--- src/rtl/core/dtd_pkg.sv ---
// shared types, constants and pair table of the digram text decompressor
`default_nettype none
package dtd_pkg;

  localparam int unsigned MAX_CAPACITY = 1024;
  localparam int unsigned CAP_W        = 11;
  localparam int unsigned LEN_W        = 10;
  localparam int unsigned QUEUE_DEPTH  = 2;
  localparam int unsigned QPTR_W       = $clog2(QUEUE_DEPTH);
  localparam int unsigned QCNT_W       = $clog2(QUEUE_DEPTH + 1);
  localparam int unsigned PAIR_ENTRIES = 144;

  localparam logic [7:0]       ESC_BYTE    = 8'h1B;
  localparam logic [7:0]       ESC_OFFSET  = 8'h7F;
  localparam logic [7:0]       SECOND_BASE = 8'd16;
  localparam logic [CAP_W-1:0] CAP_MIN     = CAP_W'(2);
  localparam logic [CAP_W-1:0] CAP_MAX     = CAP_W'(MAX_CAPACITY);
  localparam logic [CAP_W-1:0] CAP_RESET   = CAP_W'(1024);

  localparam logic [PAIR_ENTRIES*8-1:0] PAIR_TEXT = {
    " etainosrlhcdupm",
    "tasio wb", " rnsdalm", "h ieoras", "nrtlc sy",
    "nstcloer", " dtgesio", "nr ufmsw", " tep.ica",
    "e oiadur", " laeiyod", "eia otru", "etoakhlr",
    " eiu,.oa", "nsrctlai", "leoiratp", "eaoip bm"
  };

  typedef enum logic [1:0] {
    OP_ONE,
    OP_PAIR,
    OP_END,
    OP_ESC_END
  } op_kind_t;

  typedef struct packed {
    op_kind_t   kind;
    logic [7:0] ch0;
    logic [7:0] ch1;
  } op_t;

  // first entry of the text sits in the top byte
  function automatic logic [7:0] pair_char(input logic [7:0] idx);
    logic [10:0] pos;
    pos = {3'd0, 8'(PAIR_ENTRIES - 1) - idx} << 3;
    return PAIR_TEXT[pos +: 8];
  endfunction

endpackage
`default_nettype wire

--- src/rtl/core/dtd_ifs.sv ---
// valid/ready channel interfaces for compressed bytes and decoded results
`default_nettype none
interface dtd_in_if;
  logic       valid;
  logic       ready;
  logic [7:0] in_byte;
  modport source(output valid, output in_byte, input ready);
  modport sink(input valid, input in_byte, output ready);
endinterface

interface dtd_out_if;
  logic       valid;
  logic       ready;
  logic [7:0] out_char;
  logic       is_end;
  logic [9:0] out_length;
  logic       truncated;
  logic       last_of_item;
  modport source(output valid, output out_char, output is_end, output out_length,
                 output truncated, output last_of_item, input ready);
  modport sink(input valid, input out_char, input is_end, input out_length,
               input truncated, input last_of_item, output ready);
endinterface
`default_nettype wire

--- src/rtl/core/dtd_front.sv ---
// front end: accepts bytes, tracks escapes and turns each byte but an escape prefix into an op
`default_nettype none
module dtd_front (
  input  wire logic         clk,
  input  wire logic         rst_n,
  dtd_in_if.sink            in_ch,
  input  wire logic         q_full,
  output logic              q_push,
  output dtd_pkg::op_t      q_op
);
  import dtd_pkg::*;

  logic       esc_r;
  logic       esc_nxt;
  logic       accept;
  logic [7:0] b;
  logic [6:0] v;

  assign in_ch.ready = !q_full;
  assign accept      = in_ch.valid && in_ch.ready;
  assign b           = in_ch.in_byte;
  assign v           = b[6:0];

  always_comb begin
    esc_nxt    = esc_r;
    q_push     = 1'b0;
    q_op.kind  = OP_ONE;
    q_op.ch0   = b;
    q_op.ch1   = 8'd0;
    if (esc_r) begin
      // escape operand: offset char, and a zero operand also ends the string
      q_op.ch0  = b + ESC_OFFSET;
      q_op.kind = (b == 8'd0) ? OP_ESC_END : OP_ONE;
      q_push    = accept;
      if (accept) begin
        esc_nxt = 1'b0;
      end
    end else if (b == 8'd0) begin
      q_op.kind = OP_END;
      q_push    = accept;
    end else if (b[7]) begin
      q_op.kind = OP_PAIR;
      q_op.ch0  = pair_char({4'd0, v[6:3]});
      q_op.ch1  = pair_char({1'b0, v} + SECOND_BASE);
      q_push    = accept;
    end else if (b == ESC_BYTE) begin
      if (accept) begin
        esc_nxt = 1'b1;
      end
    end else begin
      q_push = accept;
    end
  end

  always_ff @(posedge clk) begin
    if (!rst_n) begin
      esc_r <= 1'b0;
    end else begin
      esc_r <= esc_nxt;
    end
  end

endmodule
`default_nettype wire

--- src/rtl/core/dtd_queue.sv ---
// short op queue between front and back end
`default_nettype none
module dtd_queue (
  input  wire logic         clk,
  input  wire logic         rst_n,
  input  wire logic         push,
  input  wire dtd_pkg::op_t push_op,
  output logic              full,
  input  wire logic         pop,
  output logic              head_valid,
  output dtd_pkg::op_t      head_op
);
  import dtd_pkg::*;

  op_t               mem_r [QUEUE_DEPTH];
  logic [QPTR_W-1:0] wptr_r;
  logic [QPTR_W-1:0] rptr_r;
  logic [QCNT_W-1:0] cnt_r;

  assign full       = (cnt_r == QCNT_W'(QUEUE_DEPTH));
  assign head_valid = (cnt_r != '0);
  assign head_op    = mem_r[rptr_r];

  always_ff @(posedge clk) begin
    if (push) begin
      mem_r[wptr_r] <= push_op;
    end
  end

  always_ff @(posedge clk) begin
    if (!rst_n) begin
      wptr_r <= '0;
      rptr_r <= '0;
      cnt_r  <= '0;
    end else begin
      if (push) begin
        wptr_r <= (wptr_r == QPTR_W'(QUEUE_DEPTH - 1)) ? '0 : wptr_r + 1'b1;
      end
      if (pop) begin
        rptr_r <= (rptr_r == QPTR_W'(QUEUE_DEPTH - 1)) ? '0 : rptr_r + 1'b1;
      end
      cnt_r <= cnt_r + QCNT_W'(push) - QCNT_W'(pop);
    end
  end

endmodule
`default_nettype wire

--- src/rtl/core/dtd_back.sv ---
// back end: applies the capacity limit, counts characters, drives results
`default_nettype none
module dtd_back (
  input  wire logic                      clk,
  input  wire logic                      rst_n,
  input  wire logic [dtd_pkg::CAP_W-1:0] capacity,
  input  wire logic                      head_valid,
  input  wire dtd_pkg::op_t              head_op,
  output logic                           pop,
  dtd_out_if.source                      out_ch
);
  import dtd_pkg::*;

  logic [LEN_W-1:0] count_r, count_nxt;
  logic             ovf_r, ovf_nxt;
  logic             second_r, second_nxt;

  logic             out_valid_r;
  logic [7:0]       char_r;
  logic             end_r;
  logic [LEN_W-1:0] len_r;
  logic             trunc_r;
  logic             last_r;

  logic [CAP_W-1:0] cap_eff;
  logic [LEN_W-1:0] limit;
  logic             room;
  logic             last_room;
  logic             load;
  logic             res_valid;
  logic [7:0]       res_char;
  logic             res_end;
  logic [LEN_W-1:0] res_len;
  logic             res_trunc;
  logic             res_last;

  always_comb begin
    if (capacity < CAP_MIN) begin
      cap_eff = CAP_MIN;
    end else if (capacity > CAP_MAX) begin
      cap_eff = CAP_MAX;
    end else begin
      cap_eff = capacity;
    end
  end

  assign limit     = LEN_W'(cap_eff - CAP_W'(1));
  assign room      = count_r < limit;
  // this character fills the last free slot
  assign last_room = ({1'b0, count_r} + CAP_W'(1)) >= {1'b0, limit};
  assign load      = !out_valid_r || out_ch.ready;

  always_comb begin
    count_nxt  = count_r;
    ovf_nxt    = ovf_r;
    second_nxt = second_r;
    pop        = 1'b0;
    res_valid  = 1'b0;
    res_char   = head_op.ch0;
    res_end    = 1'b0;
    res_len    = '0;
    res_trunc  = 1'b0;
    res_last   = 1'b1;
    if (head_valid && load) begin
      unique case (head_op.kind)
        OP_ONE: begin
          pop = 1'b1;
          if (room) begin
            res_valid = 1'b1;
            count_nxt = count_r + 1'b1;
          end else begin
            ovf_nxt = 1'b1;
          end
        end
        OP_PAIR: begin
          if (second_r) begin
            res_valid  = 1'b1;
            res_char   = head_op.ch1;
            count_nxt  = count_r + 1'b1;
            second_nxt = 1'b0;
            pop        = 1'b1;
          end else if (!room) begin
            ovf_nxt = 1'b1;
            pop     = 1'b1;
          end else begin
            res_valid = 1'b1;
            res_last  = last_room;
            count_nxt = count_r + 1'b1;
            if (last_room) begin
              ovf_nxt = 1'b1;
              pop     = 1'b1;
            end else begin
              second_nxt = 1'b1;
            end
          end
        end
        OP_END: begin
          res_valid = 1'b1;
          res_char  = 8'd0;
          res_end   = 1'b1;
          res_len   = count_r;
          res_trunc = ovf_r;
          count_nxt = '0;
          ovf_nxt   = 1'b0;
          pop       = 1'b1;
        end
        OP_ESC_END: begin
          if (second_r || !room) begin
            // end result; a dropped escape char shows up as truncation
            res_valid  = 1'b1;
            res_char   = 8'd0;
            res_end    = 1'b1;
            res_len    = count_r;
            res_trunc  = ovf_r || !second_r;
            count_nxt  = '0;
            ovf_nxt    = 1'b0;
            second_nxt = 1'b0;
            pop        = 1'b1;
          end else begin
            res_valid  = 1'b1;
            res_last   = 1'b0;
            count_nxt  = count_r + 1'b1;
            second_nxt = 1'b1;
          end
        end
        default: begin
          pop = 1'b1;
        end
      endcase
    end
  end

  always_ff @(posedge clk) begin
    if (!rst_n) begin
      count_r     <= '0;
      ovf_r       <= 1'b0;
      second_r    <= 1'b0;
      out_valid_r <= 1'b0;
    end else begin
      count_r  <= count_nxt;
      ovf_r    <= ovf_nxt;
      second_r <= second_nxt;
      if (load) begin
        out_valid_r <= res_valid;
      end
    end
  end

  always_ff @(posedge clk) begin
    if (load && res_valid) begin
      char_r  <= res_char;
      end_r   <= res_end;
      len_r   <= res_len;
      trunc_r <= res_trunc;
      last_r  <= res_last;
    end
  end

  assign out_ch.valid        = out_valid_r;
  assign out_ch.out_char     = char_r;
  assign out_ch.is_end       = end_r;
  assign out_ch.out_length   = len_r;
  assign out_ch.truncated    = trunc_r;
  assign out_ch.last_of_item = last_r;

`ifndef ASSERT_OFF
  a_second_has_head: assert property (@(posedge clk) disable iff (!rst_n)
    second_r |-> head_valid)
    else $error("second step pending without an op at the queue head");

  a_end_clears: assert property (@(posedge clk) disable iff (!rst_n)
    (load && res_valid && res_end) |=> (count_r == '0 && !ovf_r && !second_r))
    else $error("string state not cleared after end result");

  a_char_counts: assert property (@(posedge clk) disable iff (!rst_n)
    (load && res_valid && !res_end) |=> (count_r == $past(count_r) + 1'b1))
    else $error("character result did not advance the count");

  a_char_fields: assert property (@(posedge clk) disable iff (!rst_n)
    (out_valid_r && !end_r) |-> (len_r == '0 && !trunc_r))
    else $error("character result carries end fields");
`endif

endmodule
`default_nettype wire

--- src/rtl/core/digram_text_decompressor_unit.sv ---
// Digram text decompressor: compressed byte stream in, decoded characters out.
//
// in_ch carries one compressed byte per transaction; zero ends the string.
// out_ch carries one result per transaction: a character, or the end result
// with the string length and a truncation flag; last_of_item marks the final
// result caused by an input byte. cfg_we/cfg_wdata write the capacity, which
// the user must see is changed only while no string byte is in flight; the
// block does not enforce this. out_ch.valid rises once the accepted byte's op
// has passed through the op queue and the registered result stage. A pair
// byte and an escape-then-zero give two results each, all other bytes one,
// since the back end makes one result per cycle while out_ch is not stalled;
// so the sustained rate is one byte per cycle for plain text.
// A lone escape byte gives no result.
// A two-entry op queue sits between the byte decoder and the result stage,
// so input is still taken while a result waits on a stalled receiver, until
// the queue fills. Output holds steady while out_ch.ready is low.
// Reset clears the escape, count and queue state and sets capacity to 1024.
`default_nettype none
module digram_text_decompressor_unit (
  input  wire logic                      clk,
  input  wire logic                      rst_n,
  dtd_in_if.sink                         in_ch,
  dtd_out_if.source                      out_ch,
  input  wire logic                      cfg_we,
  input  wire logic [dtd_pkg::CAP_W-1:0] cfg_wdata
);
  import dtd_pkg::*;

  logic [CAP_W-1:0] capacity_r;
  logic             q_full;
  logic             q_push;
  op_t              q_push_op;
  logic             q_pop;
  logic             q_head_valid;
  op_t              q_head_op;

  always_ff @(posedge clk) begin
    if (!rst_n) begin
      capacity_r <= CAP_RESET;
    end else if (cfg_we) begin
      capacity_r <= cfg_wdata;
    end
  end

  dtd_front u_front (
    .clk    (clk),
    .rst_n  (rst_n),
    .in_ch  (in_ch),
    .q_full (q_full),
    .q_push (q_push),
    .q_op   (q_push_op)
  );

  dtd_queue u_queue (
    .clk        (clk),
    .rst_n      (rst_n),
    .push       (q_push),
    .push_op    (q_push_op),
    .full       (q_full),
    .pop        (q_pop),
    .head_valid (q_head_valid),
    .head_op    (q_head_op)
  );

  dtd_back u_back (
    .clk        (clk),
    .rst_n      (rst_n),
    .capacity   (capacity_r),
    .head_valid (q_head_valid),
    .head_op    (q_head_op),
    .pop        (q_pop),
    .out_ch     (out_ch)
  );

endmodule
`default_nettype wire
--- src/flat_wrapper.sv ---
// flat-port wrapper written by rule: the top's interface ports become plain ports
module digram_text_decompressor_unit_flat import dtd_pkg::*;
  (clk, rst_n, cfg_we, cfg_wdata, in_ch_valid, in_ch_in_byte, in_ch_ready, out_ch_valid, out_ch_out_char, out_ch_is_end, out_ch_out_length, out_ch_truncated, out_ch_last_of_item, out_ch_ready);
  dtd_in_if in_ch_i ();
  dtd_out_if out_ch_i ();
  input  wire logic clk;
  input  wire logic rst_n;
  input  wire logic cfg_we;
  input  wire logic [dtd_pkg::CAP_W-1:0] cfg_wdata;
  input wire logic [$bits(in_ch_i.valid)-1:0] in_ch_valid;
  input wire logic [$bits(in_ch_i.in_byte)-1:0] in_ch_in_byte;
  output wire logic [$bits(in_ch_i.ready)-1:0] in_ch_ready;
  output wire logic [$bits(out_ch_i.valid)-1:0] out_ch_valid;
  output wire logic [$bits(out_ch_i.out_char)-1:0] out_ch_out_char;
  output wire logic [$bits(out_ch_i.is_end)-1:0] out_ch_is_end;
  output wire logic [$bits(out_ch_i.out_length)-1:0] out_ch_out_length;
  output wire logic [$bits(out_ch_i.truncated)-1:0] out_ch_truncated;
  output wire logic [$bits(out_ch_i.last_of_item)-1:0] out_ch_last_of_item;
  input wire logic [$bits(out_ch_i.ready)-1:0] out_ch_ready;
  assign in_ch_i.valid = in_ch_valid;
  assign in_ch_i.in_byte = in_ch_in_byte;
  assign in_ch_ready = in_ch_i.ready;
  assign out_ch_valid = out_ch_i.valid;
  assign out_ch_out_char = out_ch_i.out_char;
  assign out_ch_is_end = out_ch_i.is_end;
  assign out_ch_out_length = out_ch_i.out_length;
  assign out_ch_truncated = out_ch_i.truncated;
  assign out_ch_last_of_item = out_ch_i.last_of_item;
  assign out_ch_i.ready = out_ch_ready;
  digram_text_decompressor_unit u_core (.clk(clk), .rst_n(rst_n), .in_ch(in_ch_i), .out_ch(out_ch_i), .cfg_we(cfg_we), .cfg_wdata(cfg_wdata));
endmodule
--- config.mk ---
export PLATFORM = sky130hd
export DESIGN_NAME = digram_text_decompressor_unit_flat
export DESIGN_NICKNAME = d
export VERILOG_FILES = /design/src/rtl/core/dtd_pkg.sv /design/src/rtl/core/dtd_ifs.sv /design/src/rtl/core/dtd_front.sv /design/src/rtl/core/dtd_queue.sv /design/src/rtl/core/dtd_back.sv /design/src/rtl/core/digram_text_decompressor_unit.sv /design/src/flat_wrapper.sv
export SDC_FILE = /design/constraint.sdc
export NUM_CORES = 1
export LEC_CHECK = 0
export BUFFER_PORTS_ARGS = -buffer_cell sky130_fd_sc_hd__buf_2
export CAP_MARGIN = 20
export CELL_PAD_IN_SITES_DETAIL_PLACEMENT = 1
export CELL_PAD_IN_SITES_GLOBAL_PLACEMENT = 1
export CORE_MARGIN = 4
export CORE_UTILIZATION = 47
export DETAILED_ROUTE_END_ITERATION = 12
export HOLD_SLACK_MARGIN = 0.15
export PLACE_DENSITY = 0.8
export SLEW_MARGIN = 20
export SYNTH_ARGS = -nofsm -noshare
export SYNTH_HDL_FRONTEND = slang
export SYNTH_SLANG_ARGS = --single-unit
--- constraint.sdc ---
create_clock -name clk -period 5.15 [get_ports clk]
set_input_delay 0.7725 -clock clk [delete_from_list [all_inputs] [get_ports clk]]
set_output_delay 0.7725 -clock clk [all_outputs]
set_load 0.005 [all_outputs]
* Yosys cells after proc, flatten, opt, wreduce, memory -nomap -nowiden
Memories as Yosys holds them, arrays and structs flattened. A register that Yosys moved wholly into a read port is not among the register bits.
Cells that the tools add are included.
W data, S select, Z words.
** Word-level totals
- Bits in writable memories :: 36
- Latch bits :: 0
- Output and inout port bits :: 23
- Memories kept :: 1
- Register bits after elaboration :: 50
- Logic and storage cells :: 120
- ROM bits :: 0
- Input bits :: 24
** Memories
- u_core.u_queue.mem_r :: words 2, width 18, read ports 1, clocked after memory_dff 1, wr ports 1, line dtd_queue.sv:15 : op_t mem_r [QUEUE_DEPTH];
** Cells by class
- Equality and inequality tests :: 9
- Div/mod/pow operators :: 0
- Bitwise operators :: 0
- Add/subtract/negate cells :: 11
- Reductions and logical operators :: 18
- Order comparisons :: 4
- Multipliers :: 0
- Muxes and demuxes :: 61
- Shift-type cells :: 2
** Operators by type and width (count)
- $shiftx A1152 B12 Y8 const A :: 2
- $mux W10 :: 7
- $pmux W10 S4 :: 1
- $mux W1 :: 36
- $mux W8 :: 4
- $pmux W8 S3 :: 1
- $pmux W10 S2 :: 1
- $mux W17 :: 1
- $mux W16 :: 1
- $add A10 B1 Y11 const B :: 1
- $ge A11 B10 Y1 :: 1
- $gt A11 B11 Y1 const B :: 1
- $lt A11 B2 Y1 const B :: 1
- $add A10 B1 Y10 const B :: 1
- $lt A10 B10 Y1 :: 1
- $sub A10 B1 Y10 const B :: 1
- $add A7 B5 Y8 const B :: 1
- $add A8 B7 Y8 const B :: 1
- $eq A8 B5 Y1 const B :: 1
- $logic_not A8 Y1 :: 1
- $pmux W1 S2 :: 4
- $sub A8 B4 Y8 const A :: 1
- $sub A8 B8 Y8 const A :: 1
- $eq A2 B2 Y1 const B :: 3
- 17 further kinds :: 31

* Logic depth before layout (Yosys ltp)
Gate-level depths: netlist of the first run.
- Depth in word-level cells :: 12
- Gate-level depth with buffers :: 22

* Hierarchy
A second synthesis of the first run with hierarchy kept.
** Second synthesis, totals
- Cells, all modules :: 673
- Area total of the unflattened synthesis :: 6416.2 um2
** By module, submodules not included
- dtd_back :: cells each 266, instances 1, area each 2444.8 um2
- dtd_front :: cells each 295, instances 1, area each 1979.4 um2
- dtd_queue :: cells each 77, instances 1, area each 1580.3 um2
- digram_text_decompressor_unit :: cells each 35, instances 1, area each 411.6 um2

* Worst setup path after synthesis of the first run
OpenSTA, ideal clock, no wires.
- Kind :: reg2reg
- Start :: register u_core.capacity_r[4]
- End :: register u_core.u_queue.cnt_r[1]
- Arrival :: 4.588 ns
- Library setup time :: 0.119 ns
- Path slack :: 0.443 ns
- Data required time :: 5.031 ns
- Stages on the path, launching flop included :: 21
- Cell sequence :: dfxtp_1 > clkbuf_1 > nor3_1 > nand2_1 > o311ai_0 > ha_1 > nor3b_2 > o31a_1 > ha_1 > a21oi_1 > o21ai_0 > maj3_4 > o211ai_2 > a21oi_4 > o31a_2 > ha_1 > inv_1 > ha_1 > xor2_1 > xnor2_1 > nor2_1
** Between the ends
- Word-level cells in the longest chain between the ends :: 11
** RTL lines
- from (decl) :: line digram_text_decompressor_unit.sv:29 : logic [CAP_W-1:0] capacity_r;
- from (signal assigned) :: line digram_text_decompressor_unit.sv:41 : capacity_r <= cfg_wdata;
- $gt A11 B11 Y1 :: line dtd_back.sv:40 : end else if (capacity > CAP_MAX) begin
- $mux W10 :: line dtd_back.sv:40
- $mux W10 (*) :: line dtd_back.sv:38 : if (capacity < CAP_MIN) begin
- $sub A10 B1 Y10 (*) :: line dtd_back.sv:47 : assign limit = LEN_W'(cap_eff - CAP_W'(1));
- $ge A11 B10 Y1 / $lt A10 B10 Y1 (equally long branches) :: line dtd_back.sv:50, dtd_back.sv:48
- $mux W1 / $logic_not A1 Y1 (equally long branches) :: line dtd_back.sv:89, dtd_back.sv:108
- $mux W1 / $logic_or A1 B1 Y1 (equally long branches) :: line dtd_back.sv:82, dtd_back.sv:108
- $mux W1, on equally long branches :: line dtd_back.sv:76, dtd_back.sv:108
- $pmux W1 S3 (*) :: line dtd_back.sv:65 : unique case (head_op.kind)
- $mux W1 (*) :: line dtd_back.sv:64 : if (head_valid && load) begin
- via u_core.q_pop :: line digram_text_decompressor_unit.sv:33 : logic q_pop;
- $sub A2 B1 Y2 (*) :: line dtd_queue.sv:42 : cnt_r <= cnt_r + QCNT_W'(push) - QCNT_W'(pop);
- to (signal assigned) :: line dtd_queue.sv:42
- to (decl) :: line dtd_queue.sv:18 : logic [QCNT_W-1:0] cnt_r;
Mark *: on every way through the listed nets, which the timed path passes. The rest lies on a longest branch.
A chain may end at the register's enable or synchronous reset.

* Final worst setup path of the first run
- Start :: register u_core.capacity_r[6]
- End :: register u_core.u_queue.cnt_r[1]
The elaborated chain is that of the path after synthesis.

==> results.md, run 1 <==
Yosys:
- In this run the cell area of the synthesized design comes to 5910 µm².
- Of all cell types, the one taking the most synthesized area is sky130_fd_sc_hd__edfxtp_1.
- The number of distinct library cells after synthesis is 67.
- In the synthesized netlist, the number of instances is 653.
- Yosys printed 0 warnings.
- Synthesis inferred 85 register bits.
- Synthesis produced a netlist with a net count of 713.
- The dominant register cell in the synthesized netlist is sky130_fd_sc_hd__edfxtp_1.
- The share of synthesized area in the top cell type comes to 0.279.
- The number of enable-type register cells in the synthesized netlist is 55.
- In the synthesized netlist, the cells that appear most often are sky130_fd_sc_hd__nor2_1, sky130_fd_sc_hd__nand2_1, sky130_fd_sc_hd__edfxtp_1.
- The average size of a mapped cell is 9.05 µm².
- Of the synthesized area, sequential elements account for 0.381.
- sky130_fd_sc_hd__nor2_1 is the most common cell in the netlist.
- The share of synthesized registers carrying an async set or reset is 0.
- Ranked by total cell area, the synthesized netlist is headed by sky130_fd_sc_hd__edfxtp_1, sky130_fd_sc_hd__dfxtp_1, sky130_fd_sc_hd__ha_1.

GRT:
- In the global route stage, overall resource usage came out at 0.246.
- The wire length of the first global-routing pass is 28600 µm.
- The pin count of the biggest net entering global routing is 56.
- For this run the aggregate overflow at the end of global routing stands at 0.
- The initial antenna violation count is 0.
- The via count of the first global-routing pass is 5452.

Timing:
- For the pin with the worst max-slew slack, the measured transition is 1030 ps.
- Setup repair after global routing left no endpoint under its margin.
- The worst pin sits at a relative slew slack of 0.309.
- The total count of hold-check failures in the final report was 0.
- The achievable frequency is 209 MHz.
- The final cycle utilization of the critical path is 0.930.
- The worst clock skew is 8.98 ps.
- The final setup violation count is 0.
- The setup TNS is 0 ps.
- The final max-slew violation count is 0.
- Across all hold checks on the routed design, the worst slack comes to 489 ps.
- The smallest clock period supported by the final layout is computed as 4790 ps.

Clock network:
- CTS built an H-tree with a depth of 3.
- The tree is rooted in a sky130_fd_sc_hd__clkbuf_16.
- CTS saw 85 sinks.
- The clock latency on the worst-skew pair is 350 ps.
- The number of buffers added by the clock tree synthesis step is 9.
- The clock transition time at the flip-flop clock pins of the worst setup and hold paths is 70 ps.
- The hold-fix buffer count after cts is 0.
- The maximum clock path buffer count is 2.
- Post-CTS timing repair inserted 0 buffers for setup.
- TritonCTS built the clock tree.

Cells and area:
- The number of diodes added for antenna fixing is 0.
- Relative to the synthesized area, the layout overhead comes to 11.0%.
- The share of the core filled with cells in the final layout is 0.539.
- In the final layout, the share of cells above drive strength 1 is 0.150.
- The fill cell instance count of the final layout is 1421.
- With fillers left out, the area of the finished cells amounts to 6560 µm².
- Excluding fillers, the count of instances in the completed layout stands at 846.
- After the last flow step, the layout net total stands at 733.

Pwr:
- The power per cell area is 373 nW/µm².
- The worst voltage drop across the vdd grid is 0.182 mV.
- For this design the static power due to leakage is 2.51 nW.

Setup path:
- The type of element launching the critical path is a register.
- The element type at the critical path end is a register.
- The arrival time of data at the critical path endpoint is 5000 ps.
- The data required time at the worst endpoint is 5360 ps.
- The destination of the worst register-to-register timing path is u_core.u_queue.cnt_r[1].
- The largest fanout of any net on the critical path is 7.
- The origin of the worst setup path is u_core.capacity_r[6].
- The number of cells on the worst reg-to-reg path is 19.
- The reg2reg setup slack is 360 ps.
- The classification of the worst setup path is register to register.
- The capture point of the worst path is u_core.u_queue.cnt_r[1].
- The worst register-to-register path begins at u_core.capacity_r[6].

Placement:
- The congestion estimate from routability-driven global placement came to 0.921.
- After detailed placement, the design holds a cell count of 830.
- In this run the tool buffered the top-level ports with 46 buffer cells.
- Once detailed placement completed, the half-perimeter wirelength came to 12400 µm.
- The area after detailed placement is 6240 µm².

Route:
- Dividing the detail-routed wire length by the instance count gives 20.5 µm.
- The detailed-route DRC error count is 0.
- The vias per cell is 6.20.
- The routed design has 17400 µm of wire.
- The first-pass iteration count of the detailed router is 5.
- The number of DRC markers in iteration 0 is 379.
- Once detail routing completed, the nets flagged for antenna violations numbered 0.
- The detailed-route via count is 5244.

Worst hold path:
- The startpoint identified for the worst hold timing path is u_core.u_queue.rptr_r.
- The path class of the lowest-slack min-delay path is register to register.

Floorplan:
- The starting density of the core is 0.486.
- The total area inside the core boundary comes to 12200 µm².
- The number of cell rows is 40.
- The floorplan step defined a die boundary enclosing 14400 µm².
- In this run the vertical extent of the chip is 120 µm.
- Measured along the x axis, the die boundary spans 120 µm.
- For this design the top-level I/O count stands at 47.

Outcome:
- The flow ran to the end, and the final reports show no timing, DRC or antenna violations.

Run:
- Across the run, the number of max-cap violations was 0.
power breakdown:
part / leakage (nW) / switching (mW) / internal (mW)
registers: 0.769 / 0.106 / 0.925
clock network: 0.145 / 0.286 / 0.338
logic: 1.60 / 0.474 / 0.317
total: 2.51 / 0.866 / 1.58
layer usage:
metal  track usage  routed length (µm)  vias up  share of wire
met4         0.102                 559        0          0.032
li1              -                   -     2476              -
met3        0.0292                 611       46          0.035
met1         0.285                6920     2574           0.40
met5             0                   0        -              0
met2         0.457                9260      148           0.53
layout by cell type (no fill, tap or decap), types with 11 or more instances in the layout:
cell type,netlist,final
sky130_fd_sc_hd__buf_2,1,46
sky130_fd_sc_hd__xnor2_1,11,11
sky130_fd_sc_hd__nor2_1,67,67
sky130_fd_sc_hd__mux2i_1,32,32
sky130_fd_sc_hd__ha_1,36,35
sky130_fd_sc_hd__nor3_1,19,19
sky130_fd_sc_hd__a21oi_1,47,47
sky130_fd_sc_hd__edfxtp_1,55,55
sky130_fd_sc_hd__o22ai_1,12,12
sky130_fd_sc_hd__inv_1,18,18
sky130_fd_sc_hd__o21ai_0,28,28
sky130_fd_sc_hd__nand2_1,59,59
sky130_fd_sc_hd__nand3_1,23,23
sky130_fd_sc_hd__a31oi_1,12,12
sky130_fd_sc_hd__a211oi_1,17,17
sky130_fd_sc_hd__dfxtp_1,30,30
sky130_fd_sc_hd__and2_1,11,11
worst max-delay path: stages, from the launching register on:
cell,delay [ps]
sky130_fd_sc_hd__dfxtp_1,370
sky130_fd_sc_hd__nor4_2,370
sky130_fd_sc_hd__nand2_1,150
sky130_fd_sc_hd__o311ai_2,370
sky130_fd_sc_hd__ha_2,320
sky130_fd_sc_hd__nor3b_4,300
sky130_fd_sc_hd__o31a_1,190
sky130_fd_sc_hd__ha_1,240
sky130_fd_sc_hd__a21oi_1,130
sky130_fd_sc_hd__o21ai_0,130
sky130_fd_sc_hd__maj3_4,390
sky130_fd_sc_hd__o211ai_2,270
sky130_fd_sc_hd__a21oi_4,140
sky130_fd_sc_hd__o31a_2,400
sky130_fd_sc_hd__ha_1,290
sky130_fd_sc_hd__inv_1,60
sky130_fd_sc_hd__ha_1,150
sky130_fd_sc_hd__xor2_1,170
sky130_fd_sc_hd__xnor2_1,140
sky130_fd_sc_hd__nor2_1,50
flip-flops by register name, summed over array words and instances (netlist names), 2 cells and up, named ones only:
name / flops
u_core.capacity_r: 11
u_core.u_back.count_r: 10
u_core.u_back.out_ch.out_char: 8
u_core.u_back.out_ch.out_length: 10
u_core.u_queue.cnt_r: 2
u_core.u_queue.mem_r: 34
final cells by class:
type                            instances  area, µm²  share of cell area
Tap cell                              168        210              0.0320
Multi-Input combinational cell        502       3430               0.523
Inverter                               20       75.1              0.0114
Clock inverter                          7       67.6              0.0103
Clock buffer                            9        225              0.0343
Timing Repair Buffer                   55        298              0.0454
Sequential cell                        85       2250               0.343
timing repair:
item,in CTS,in global routing
cloned,0,0
resized for setup,1,4
setup endpoints to repair,1,2
stage by stage:
step           setup WS, ps  total power [mW]
5_1_grt                46.1              2.59
3_3_place_gp            323              1.78
3_5_place_dp           21.4              1.83
2_1_floorplan           443              1.53
4_1_cts                47.2              2.46
6_report                360              2.45
cell families (layout without fill, tap and decap cells):
family	count (synthesis)	count (layout)	share of synthesized area
AND/OR/NAND/NOR	222	222	0.177
AO/OA/AOI/OAI	184	184	0.216
flip-flops	85	85	0.381
buffers and inverters	66	91	0.0421
multiplexers	40	40	0.0771
adder cells (fa/ha/maj)	38	38	0.0802
XOR/XNOR	18	18	0.0267
worst min path at each step:
stage | depth (start not counted) | to | slack, ps
detailed placement | 2 | register | 480
global route | 2 | register | 550
finish | 2 | register | 490
CTS | 2 | register | 500
floorplan | 2 | u_core.u_back.ovf_r | 450
global placement | 2 | register | 460
No activity file was read; power rests on OpenSTA's default activity.
==> run 2, diff against run 1 <==
- CORE_UTILIZATION: 47 -> 48
- CTS_BUF_LIST: unset -> sky130_fd_sc_hd__clkbuf_4
- HOLD_SLACK_MARGIN: 0.15 -> 0.05
- PLACE_DENSITY: 0.8 -> 0.81
- clock period: 5.15 -> 4.6 ns (I/O delays scaled with it)
==> run 2 against run 1 <==
  * Register-to-register slack lost 260 ps
  * Fmax grew 6.3%
  * Die area shrank 1.9%
  * Clock skew grew 7.6 ps
  * Via count grew 2.9%
  * Critical path depth is the same
  * Worst hold slack lost 21 ps
  * Sequential power grew 7%
  * Critical path type unchanged
  * Critical endpoint unchanged
  * Highest routed layer unchanged
==> results.md, run 2 (synthesis gave the netlist of run 1 again) <==
Cells and area:
- The total number of nets in the final design is 754.
- The largest registers in the layout are u_core.u_queue.mem_r x34, u_core.capacity_r x11.
- In the final layout, the share of cells above drive strength 1 is 0.196.
- Leaving out fill and tap cells, the most frequent cells in the layout are sky130_fd_sc_hd__nor2_1, sky130_fd_sc_hd__nand2_1, sky130_fd_sc_hd__edfxtp_1.
- The area growth from synthesis to layout is 12.5%.
- The finished layout cell area is 6650 µm².
- Summing all multi-input logic gate instances after layout gives 3530 µm².
- The register with the most flip-flops is u_core.u_queue.mem_r.
- The flip-flop count of the largest register after layout is 34.
- After filler insertion, the fill cell instance count of the layout stands at 1405.
- The leading cell type in the layout, fill and taps excluded is sky130_fd_sc_hd__nor2_1.
- The sequential cell area in the final layout is 2260 µm².

GRT:
- The global-route usage over all layers is 0.242.
- The via count of the first global-routing pass was 5391.
- The initial antenna violation count was 1.
- Entering global routing, the biggest net connects 56 pins.
- The overflow left after global routing is 0.
- The first global-routing pass estimated 28300 µm of wire.

Pwr:
- Of the total power, combinational logic draws 0.386.
- The net switching power is 960 µW.
- In this run the static leakage power is 2.55 nW.
- The share of total power dissipated in sequential elements is 0.433.
- Of the total power, the clock network draws 0.181.
- The switching power as a share of total power is 0.377.
- The worst-case IR drop observed on VDD is 0.200 mV.
- The internal power contribution is 1.59 mW.
- Power spread over the standard cell area amounts to 383 nW/µm².

Setup path:
- At the worst endpoint, the required time is 4940 ps.
- The type of element launching the critical path is a register.
- Traced cell by cell, the critical path runs through nor4_4 -> nand2_2 -> o311ai_4 -> ha_2 -> nor3b_4 -> o31a_1 -> ha_1 -> a21oi_2 -> o21ai_1 -> maj3_4 -> o211ai_4 -> a21oi_4 -> o31a_2 -> ha_4 -> inv_1 -> ha_2 -> xor2_2 -> xnor2_1 -> nor2_1.
- In this run the worst path has a maximum fanout of 5.
- Among the stages of the critical path, the cell type that occurs most often is sky130_fd_sc_hd__ha_2.
- On the worst path, the slowest cell contributes a delay of 390 ps.
- The element type at the critical path end is a register.
- At the worst endpoint, the arrival time is 4840 ps.
- The critical path is of the register to register type.
- The slowest stage of the critical path belongs to the cell sky130_fd_sc_hd__dfxtp_4.
- Broken down by cell family, the worst path's largest delay share belongs to compound AO/OA/AOI/OAI gates.
- Counting both buffers and inverters, the worst setup path holds a total of 1.

Run:
- Across the run, the number of max-cap violations was 0.

Timing:
- Based on the critical path, the design can be clocked at up to 222 MHz.
- The final max-slew violation count came to 0.
- Setup violations remaining at the end of the flow were counted as 0.
- The time the final worst path needs with I/O delays and setup is 4510 ps.
- The tightest hold margin is 468 ps.
- Headroom to the max-slew limit came out at 0.327.
- For the final database, setup skew stands at 16.6 ps.
- The final cycle utilization of the critical path is 0.979.
- The total count of hold-check failures in the final report is 0.
- The transition time of the tightest slew-check pin is 1000 ps.

Floorplan:
- The die span in y is 119 µm.
- After floorplanning, the core was divided into 40 placement rows.
- During I/O placement, the number of pins put on the boundary was 47.
- The starting density of the core is 0.492.
- The die is 119 µm wide.
- The core region is 12000 µm².
- The die covers 14200 µm².

Route:
- The number of DRC markers in iteration 0 is 404.
- The detail route stage leaves a number of antenna-violating nets equal to 0.
- The detailed-route wire length per cell is 20.8 µm.
- The wire length reported by the detailed router is 17600 µm.
- The detailed-route DRC error count is 0.
- The detailed-route via count is 5395.
- The vias per cell is 6.37.
- The first detailed-routing pass ran for 5 iterations.

Placement:
- The congestion estimate from routability-driven global placement came to 0.908.
- The count of buffers inserted at the top-level ports is 46.
- The HPWL after detailed placement is 12000 µm.
- The placed instances occupy a cell area of 6300 µm².

Clock network:
- The H-tree was split into 3 levels.
- TritonCTS built the clock tree.
- The clock net sink count is 85.
- In this run, post-CTS hold repair placed 0 buffers.
- The clock passes through at most 2 buffers.
- Counting the buffers created by CTS gives 9.
- At the later pin of the worst-skew pair, clock insertion delay measures 460 ps.
- Clock-pin slew was measured on the worst setup and hold paths at 150 ps.
- CTS placed an instance of sky130_fd_sc_hd__clkbuf_4 at the clock tree root.

Outcome:
- The run finished with clean final reports.

Worst hold path:
- The path class of the lowest-slack min-delay path is input pin to register.
[run 2: worst min-delay path, cell delays in order]
cell and delay (ps):
sky130_fd_sc_hd__buf_2 70, sky130_fd_sc_hd__mux2i_1 60, sky130_fd_sc_hd__nor2_1 70
[run 2: repair_timing]
action	CTS	global route
setup buffers	0	10
pin swaps	0	18
setup endpoints to repair	1	2
gates resized for setup	3	21
[run 2: power groups by stage]
stage,Clock (mW),Sequential (mW),Combinational [mW]
floorplan,0,1.12,0.594
global placement,0,1.11,0.886
detailed placement,0,1.12,0.921
CTS,0.466,1.10,0.933
global route,0.502,1.12,1.08
finish,0.461,1.10,0.985
[run 2: layout make-up]
class | instances | share of cell area
Clock buffer | 9 | 0.0102
Antenna cell | 1 | 0.000376
Tap cell | 147 | 0.0277
Multi-Input combinational cell | 502 | 0.530
Inverter | 20 | 0.0113
Clock inverter | 7 | 0.0120
Timing Repair Buffer | 76 | 0.0685
Sequential cell | 85 | 0.340
[run 2: stage by stage]
step | std cells | power [mW] | util | setup TNS, ps | setup slack [ps]
after floorplan | 653 | 1.71 | - | 0 | 76.3
after global placement | 820 | 2.00 | 0.525 | 0 | 202
after detailed placement | 820 | 2.04 | 0.525 | -88.7 | -88.7
after CTS | 836 | 2.50 | 0.539 | 0 | 27.2
after global routing | 847 | 2.70 | 0.553 | -100 | -100
final | 847 | 2.55 | 0.553 | 0 | 94.9
[run 2: path summary, 6_finish.rpt]
| check | from | to | slack (ps) | cells after the start |
|---|---|---|---|---|
| worst max-delay path | u_core.capacity_r[9] | u_core.u_queue.cnt_r[1] | 90 | 19 |
| worst min-delay path | cfg_wdata[7] | u_core.capacity_r[7] | 470 | 3 |
| worst max register to register | u_core.capacity_r[9] | u_core.u_queue.cnt_r[1] | 90 | 19 |
| worst min register to register | u_core.u_queue.rptr_r | register | 520 | 2 |
[run 2: routing by layer]
layer  global-route usage  routed length, µm
met1                0.347               8070
met2                0.387               8410
met3               0.0280                916
met4               0.0652                242
met5                    0                  0
